**src/rtl/core/u8u16_pkg.sv**
```systemverilog
// ----------------------------------------------------------------------------
// u8u16_pkg
// shared types and constants for the utf-8 to utf-16 transcoder
// ----------------------------------------------------------------------------
package u8u16_pkg;

  localparam int unsigned ByteW  = 8;
  localparam int unsigned WordW  = 16;
  localparam int unsigned CpW    = 21;
  localparam int unsigned LenW   = 3;
  localparam int unsigned TakenW = 2;

  // code units
  localparam logic [WordW-1:0] ReplacementWord = 16'hFFFD;
  localparam logic [WordW-1:0] EndWord         = 16'h0000;
  localparam logic [5:0]       HighSurrTag     = 6'b110110;
  localparam logic [5:0]       LowSurrTag      = 6'b110111;

  // code point limits
  localparam logic [CpW-1:0] MinTwoByte   = 21'h000080;
  localparam logic [CpW-1:0] MinThreeByte = 21'h000800;
  localparam logic [CpW-1:0] MinFourByte  = 21'h010000;
  localparam logic [CpW-1:0] MaxCodePoint = 21'h10FFFF;
  localparam logic [CpW-1:0] SurrFirst    = 21'h00D800;
  localparam logic [CpW-1:0] SurrLast     = 21'h00DFFF;
  localparam logic [CpW-1:0] NonCharA     = 21'h00FFFE;
  localparam logic [CpW-1:0] NonCharB     = 21'h00FFFF;

  // sequence lengths
  localparam logic [LenW-1:0] LenNone  = 3'd0;
  localparam logic [LenW-1:0] LenTwo   = 3'd2;
  localparam logic [LenW-1:0] LenThree = 3'd3;
  localparam logic [LenW-1:0] LenFour  = 3'd4;

  // words produced by one request: a run of replacements, then up to two others
  typedef struct packed {
    logic [LenW-1:0]  nbad;
    logic [1:0]       ntail;
    logic [WordW-1:0] t0_word;
    logic             t0_bad;
    logic             t0_end;
    logic [WordW-1:0] t1_word;
  } bundle_t;

endpackage

```
**src/rtl/core/utf8_to_utf16_transcoder.sv**
```systemverilog
// ----------------------------------------------------------------------------
// utf8_to_utf16_transcoder
// byte-wide utf-8 decoder giving utf-16 code units with error replacement
// ----------------------------------------------------------------------------
// usage
//   input channel: one utf-8 byte per request on text_byte_i, taken when
//   in_valid_i is high and in_stall_o is low. a zero byte ends the string.
//   output channel: one utf-16 word per request with bad_input_o,
//   string_end_o and last_of_item_o, taken when out_valid_o is high and
//   out_stall_i is low. a byte gives zero to four words.
//   path: an accepted byte passes the byte register, then the result register.
//   throughput: one byte per cycle while each byte gives at most one word
//   and out_stall_i is low; a byte giving several words holds the result
//   register until they are taken. the byte register takes one more byte meanwhile.
//   reset: clears the pending sequence and drops every word not yet taken.
//   receiver stall: the current word holds, the byte register fills, then
//   in_stall_o rises until the result register drains.
// ----------------------------------------------------------------------------
module utf8_to_utf16_transcoder (
  input  logic                          clk_i,
  input  logic                          rst_ni,
  input  logic                          in_valid_i,
  output logic                          in_stall_o,
  input  logic [u8u16_pkg::ByteW-1:0]   text_byte_i,
  output logic                          out_valid_o,
  input  logic                          out_stall_i,
  output logic [u8u16_pkg::WordW-1:0]   utf16_word_o,
  output logic                          bad_input_o,
  output logic                          string_end_o,
  output logic                          last_of_item_o
);
  import u8u16_pkg::*;

  // byte register
  logic             in_vld_q, in_vld_d;
  logic [ByteW-1:0] byte_q;
  logic             in_acc, adv, out_free, out_take;

  // decode state
  logic [LenW-1:0]   len_q, len_d;
  logic [TakenW-1:0] taken_q, taken_d;
  logic [CpW-1:0]    cp_q, cp_d;

  // result register
  bundle_t    bund_q, bund_d;
  logic [2:0] rem_q, rem_d;
  logic [1:0] pos_q, pos_d;

  // decode scratch
  logic              pending, is_cont, finishing, seq_bad;
  logic [TakenW-1:0] taken_inc;
  logic [CpW-1:0]    cp_new, cp_off;
  logic [LenW-1:0]   s_len;
  logic [CpW-1:0]    s_cp;
  logic              s_emit, s_bad, s_end;
  logic [WordW-1:0]  s_word;

  // handshakes: the byte register moves on once the result register is free
  assign out_take   = out_valid_o && !out_stall_i;
  assign out_free   = (rem_q == 3'd0) || ((rem_q == 3'd1) && !out_stall_i);
  assign adv        = in_vld_q && out_free;
  assign in_stall_o = in_vld_q && !out_free;
  assign in_acc     = in_valid_i && !in_stall_o;

  always_comb begin
    in_vld_d = in_vld_q;
    if (in_acc) begin
      in_vld_d = 1'b1;
    end else if (adv) begin
      in_vld_d = 1'b0;
    end
  end

  always_ff @(posedge clk_i or negedge rst_ni) begin
    if (!rst_ni) begin
      in_vld_q <= 1'b0;
    end else begin
      in_vld_q <= in_vld_d;
    end
  end

  always_ff @(posedge clk_i) begin
    if (in_acc) begin
      byte_q <= text_byte_i;
    end
  end

  // lead byte sizing, also used after a broken sequence
  always_comb begin
    s_len  = LenNone;
    s_cp   = '0;
    s_emit = 1'b0;
    s_bad  = 1'b0;
    s_end  = 1'b0;
    s_word = EndWord;
    if (byte_q == 8'h00) begin
      s_emit = 1'b1;
      s_end  = 1'b1;
    end else if (!byte_q[7]) begin
      s_emit = 1'b1;
      s_word = {8'h00, byte_q};
    end else if (byte_q[7:5] == 3'b110) begin
      s_len = LenTwo;
      s_cp  = {16'h0000, byte_q[4:0]};
    end else if (byte_q[7:4] == 4'b1110) begin
      s_len = LenThree;
      s_cp  = {17'h00000, byte_q[3:0]};
    end else if (byte_q[7:3] == 5'b11110) begin
      s_len = LenFour;
      s_cp  = {18'h00000, byte_q[2:0]};
    end else begin
      // stray continuation or f8..ff
      s_emit = 1'b1;
      s_bad  = 1'b1;
      s_word = ReplacementWord;
    end
  end

  // continuation handling and completion checks
  assign pending   = (len_q >= LenTwo) && (len_q <= LenFour);
  assign is_cont   = (byte_q[7:6] == 2'b10);
  assign cp_new    = {cp_q[CpW-7:0], byte_q[5:0]};
  assign taken_inc = taken_q + 2'd1;
  assign finishing = ({1'b0, taken_inc} + 3'd1) >= len_q;
  assign cp_off    = cp_new - MinFourByte;

  always_comb begin
    case (len_q)
      LenTwo:   seq_bad = cp_new < MinTwoByte;
      LenThree: seq_bad = (cp_new < MinThreeByte) ||
                          ((cp_new >= SurrFirst) && (cp_new <= SurrLast));
      default:  seq_bad = (cp_new < MinFourByte) || (cp_new > MaxCodePoint);
    endcase
  end

  always_comb begin
    len_d   = len_q;
    taken_d = taken_q;
    cp_d    = cp_q;
    bund_d  = '{nbad: '0, ntail: 2'd0, t0_word: s_word, t0_bad: s_bad,
                t0_end: s_end, t1_word: EndWord};
    if (!pending) begin
      len_d        = s_len;
      taken_d      = '0;
      cp_d         = s_cp;
      bund_d.ntail = {1'b0, s_emit};
    end else if (is_cont) begin
      if (finishing) begin
        len_d   = LenNone;
        taken_d = '0;
        cp_d    = '0;
        bund_d.t0_bad = 1'b0;
        bund_d.t0_end = 1'b0;
        if (seq_bad) begin
          // one replacement per byte of the sequence
          bund_d.nbad = len_q;
        end else if ((cp_new == NonCharA) || (cp_new == NonCharB)) begin
          bund_d.nbad = 3'd1;
        end else if (cp_new >= MinFourByte) begin
          bund_d.ntail   = 2'd2;
          bund_d.t0_word = {HighSurrTag, cp_off[19:10]};
          bund_d.t1_word = {LowSurrTag, cp_off[9:0]};
        end else begin
          bund_d.ntail   = 2'd1;
          bund_d.t0_word = cp_new[WordW-1:0];
        end
      end else begin
        taken_d = taken_inc;
        cp_d    = cp_new;
      end
    end else begin
      // missing continuation: replace lead and taken bytes, then restart
      bund_d.nbad  = {1'b0, taken_q} + 3'd1;
      bund_d.ntail = {1'b0, s_emit};
      len_d        = s_len;
      taken_d      = '0;
      cp_d         = s_cp;
    end
  end

  always_ff @(posedge clk_i or negedge rst_ni) begin
    if (!rst_ni) begin
      len_q   <= LenNone;
      taken_q <= '0;
      cp_q    <= '0;
    end else if (adv) begin
      len_q   <= len_d;
      taken_q <= taken_d;
      cp_q    <= cp_d;
    end
  end

  // result register: words leave one per request
  always_comb begin
    rem_d = rem_q;
    pos_d = pos_q;
    if (adv) begin
      rem_d = bund_d.nbad + {1'b0, bund_d.ntail};
      pos_d = 2'd0;
    end else if (out_take) begin
      rem_d = rem_q - 3'd1;
      pos_d = pos_q + 2'd1;
    end
  end

  always_ff @(posedge clk_i or negedge rst_ni) begin
    if (!rst_ni) begin
      rem_q <= 3'd0;
      pos_q <= 2'd0;
    end else begin
      rem_q <= rem_d;
      pos_q <= pos_d;
    end
  end

  always_ff @(posedge clk_i) begin
    if (adv) begin
      bund_q <= bund_d;
    end
  end

  // word selection: replacements first, then the tail words
  always_comb begin
    utf16_word_o = bund_q.t1_word;
    bad_input_o  = 1'b0;
    string_end_o = 1'b0;
    if ({1'b0, pos_q} < bund_q.nbad) begin
      utf16_word_o = ReplacementWord;
      bad_input_o  = 1'b1;
    end else if ({1'b0, pos_q} == bund_q.nbad) begin
      utf16_word_o = bund_q.t0_word;
      bad_input_o  = bund_q.t0_bad;
      string_end_o = bund_q.t0_end;
    end
  end

  assign out_valid_o    = (rem_q != 3'd0);
  assign last_of_item_o = (rem_q == 3'd1);

endmodule

```
**config.mk**
```make
export PLATFORM = sky130hd
export DESIGN_NAME = utf8_to_utf16_transcoder
export DESIGN_NICKNAME = d
export VERILOG_FILES = /design/src/rtl/core/u8u16_pkg.sv /design/src/rtl/core/utf8_to_utf16_transcoder.sv
export SDC_FILE = /design/constraint.sdc
export NUM_CORES = 1
export LEC_CHECK = 0
export BUFFER_PORTS_ARGS = -buffer_cell sky130_fd_sc_hd__buf_2
export CORE_MARGIN = 8
export CORE_UTILIZATION = 55
export CTS_CLUSTER_SIZE = 10
export DETAILED_ROUTE_END_ITERATION = 10
export HOLD_SLACK_MARGIN = 0.06
export PLACE_DENSITY = 0.75
export SYNTH_ARGS = -nofsm -noshare
export SYNTH_HDL_FRONTEND = slang
export SYNTH_SLANG_ARGS = --single-unit
```
**constraint.sdc**
```tcl
create_clock -name clk_i -period 9 [get_ports clk_i]
set_input_delay 1.8 -clock clk_i [delete_from_list [all_inputs] [get_ports clk_i]]
set_output_delay 1.8 -clock clk_i [all_outputs]
set_load 0.01 [all_outputs]
```
==> flow_summary_export.csv <==
group,metric,value,unit
yosys,syn_area,0.00374,mm²
route,wl_per_cell,17.6,µm
yosys,synth_area_per_cell,10.0,µm²
setup_path,start_kind,"input port",
final_layout,stdcell_area,0.00414,mm²
yosys,syn-instance-count,373,
clock_network,cts.sinks,66,
final_layout,syn_to_final_growth,10.7,%
die,die_w,98.4,µm
placement,dp_hpwl,6.04,mm
placement,dp_cells,470,
clock_network,htree_levels,3,
clock_network,clk_pin_slew_worst_paths,0.07,ns
die,fp-row-count,30,
clock_network,clockBufferDepth,2,
yosys,synth_edf_count,40,
yosys,synth.net_count,399,
setup_path,critical-path-slowest-cell,"or3b_2",
timing,slew_viol_final,0,
status,status,"finished clean",
clock_network,cts_made_buffers,9,
grt,grt_pass1_vias,2872,
final_layout,final_common_cell,"nand2_1",
grt,grt_pass1_wl,14.2,mm
die,fp.coreArea,0.00668,mm²
grt,grtUsageTotal,18.2,%
power_and_ir_drop,p_leak,1.70,nW
final_layout,nFillCells,563,
die,die_area,0.00969,mm²
setup_path,critPathMaxStageDelay,0.46,ns
placement,placed_area,0.00390,mm²
power_and_ir_drop,power_density,313,mW/mm²
power_and_ir_drop,power.total,1.30,mW
clock_network,cts_tree,"built",
timing,rsz0062_at_grt,"false",
setup_path,cp-end-kind,"output port",
die,start_util,55.9,%
placement,place_congestion,0.888,
yosys,ys_ff_latch,66,
die,die_h,98.4,µm
clock_network,insertion_delay,0.35,ns
timing,relSlewSlack,30.5,%
timing,hold_viol,0,
yosys,yosysSeqAreaShare,49.5,%
timing,setup_violations,0,
final_layout,n_antenna_cell,0,
grt,grt_antenna_before_repair,0,
setup_path,crit_arrival,2.68,ns
flow_run,drv_cap,0,
route,vias_per_cell,6.04,
min_path,hold_path.class,"reg2reg",
final_layout,final_cell_mix,"63 x nand2_1, 40 x edfxtp_1, 32 x buf_2",
timing,min_period,4.48,ns
yosys,synth_cell_types,58,
placement,io_buffers,32,
route,first_iter_violations,274,
power_and_ir_drop,ir_drop,0.215,mV
final_layout,nets,427,
route,vias,2937,
grt,grt_start_max_net_pins,54,
setup_path,crit_path_max_fanout,4,
setup_path,critPathMostFrequentCell,"buf_2",
timing,skew,0.0102,ns
route,wl,8.56,mm
clock_network,ctsResizeCount,0,
placement,preCtsSetupSlack,4.52,ns
setup_path,critical_path_class,"in2out",
timing,period_share,49.8,%
timing,tns,0,ns
clock_network,hold_buffers,0,
yosys,async_reset_ff_share,39.4,%
clock_network,cts_root_buf,"clkbuf_8",
route,drcViolationCount,0,
die,pin_count,33,
final_layout,stdcell_count,486,
clock_network,post_cts_buffers,0,
yosys,yosysWarnings,0,
timing,clock.fmax,223,MHz
setup_path,worstPathCellList,"buf_2, or3b_2, nand3_1, inv_1, buf_2",
timing,fin_ws,4.52,ns
timing,worst_pin_slew,1.04,ns
grt,overflow,0,
setup_path,required,7.20,ns
final_layout,drive_gt1_share,17.2,%
route,postRouteAntennaNets,0,
route,drt-pass1-iter-count,5,
yosys,synthFlopType,"edfxtp_1",
==> cell families (layout without fill, tap and decap cells) <==
| group | after synthesis | count (layout) | synth area share, % |
|---|---|---|---|
| fa+ha+maj | 14 | 14 | 4.89 |
| xor+xnor | 2 | 2 | 0.469 |
| compound gates | 87 | 87 | 17.4 |
| buf+inv | 38 | 71 | 5.36 |
| mux | 4 | 4 | 1.07 |
| simple gates | 162 | 162 | 21.3 |
| flops | 66 | 66 | 49.5 |
==> stage by stage <==
stage	util (%)	hold slack, ns
finish	61.9	0.494
floorplan	-	0.457
detailed placement	58.4	0.488
global route	61.9	0.511
global placement	58.4	0.476
CTS	61.9	0.498
==> sequential cells by signal, summed over array words and instances (netlist names) <==
name / flops
bund_q: 32
cp_q: 15
byte_q: 8
len_q: 3
rem_q: 3
pos_q: 2
taken_q: 2
in_vld_q: 1
==> critical path: cells and delay by family <==
kind,cells,cell delay [ns]
simple gates,2,0.59
buf+inv,3,0.30
==> final cells by class <==
cell class	count	area [µm²]	share of cell area (%)
Clock inverter	3	68.8	1.66
Timing Repair Buffer	36	190	4.60
Multi-Input combinational cell	269	1690	40.7
Tap cell	80	100	2.42
Clock buffer	13	170	4.11
Sequential cell	66	1850	44.8
Inverter	19	71.3	1.72
==> worst paths after layout <==
kind,from,end,slack [ns],depth (start not counted)
max in group asynchronous,rst_ni,cp_q[6]$_DFFE_PN0P_,7.13,1
worst min-delay path,pos_q[0]$_DFFE_PN0P_,pos_q[0]$_DFFE_PN0P_,0.49,1
worst max register to register,taken_q[0]$_DFFE_PN0P_,rem_q[2]$_DFFE_PN0P_,5.01,13
worst max-delay path,out_stall_i,in_stall_o,4.52,5
worst min register to register,pos_q[0]$_DFFE_PN0P_,pos_q[0]$_DFFE_PN0P_,0.49,1
min in group asynchronous,rst_ni,taken_q[0]$_DFFE_PN0P_,1.47,1
==> power breakdown <==
group | switching [mW] | internal (mW) | leakage, nW | total, mW
Combinational | 0.313 | 0.173 | 0.860 | 0.487
Sequential | 0.0708 | 0.442 | 0.722 | 0.513
Clock | 0.114 | 0.182 | 0.119 | 0.296
==> synth_stat cells, types with 3 or more instances <==
cell | count | area (µm²)
nand3_1 | 18 | 90.1
nor4_1 | 7 | 43.8
a21o_1 | 7 | 52.6
nand4_1 | 5 | 31.3
nor2b_1 | 3 | 18.8
or2_2 | 3 | 18.8
a221oi_2 | 5 | 75.1
ha_1 | 13 | 163
and3_1 | 8 | 50.1
nand2b_1 | 6 | 37.5
inv_1 | 19 | 71.3
mux2i_1 | 4 | 40.0
nor2_1 | 25 | 93.8
a22o_1 | 4 | 35.0
nor3_1 | 10 | 50.1
a21oi_1 | 11 | 55.1
a211oi_1 | 6 | 45.0
nand2_1 | 63 | 236
o31ai_1 | 3 | 22.5
clkbuf_1 | 11 | 41.3
o21ai_0 | 26 | 130
a31oi_1 | 3 | 18.8
buf_6 | 3 | 33.8
edfxtp_1 | 40 | 1200
dfrtp_1 | 26 | 651
==> layer usage <==
| layer | up-vias | track usage (%) | part of all wire, % |
|---|---|---|---|
| met2 | 147 | 28.4 | 46 |
| met3 | 26 | 4.79 | 8.2 |
| met5 | - | 0 | 0 |
| li1 | 1423 | - | - |
| met4 | 0 | 8.97 | 2.5 |
| met1 | 1341 | 22.8 | 43 |
(Power assumes the default switching activity.)
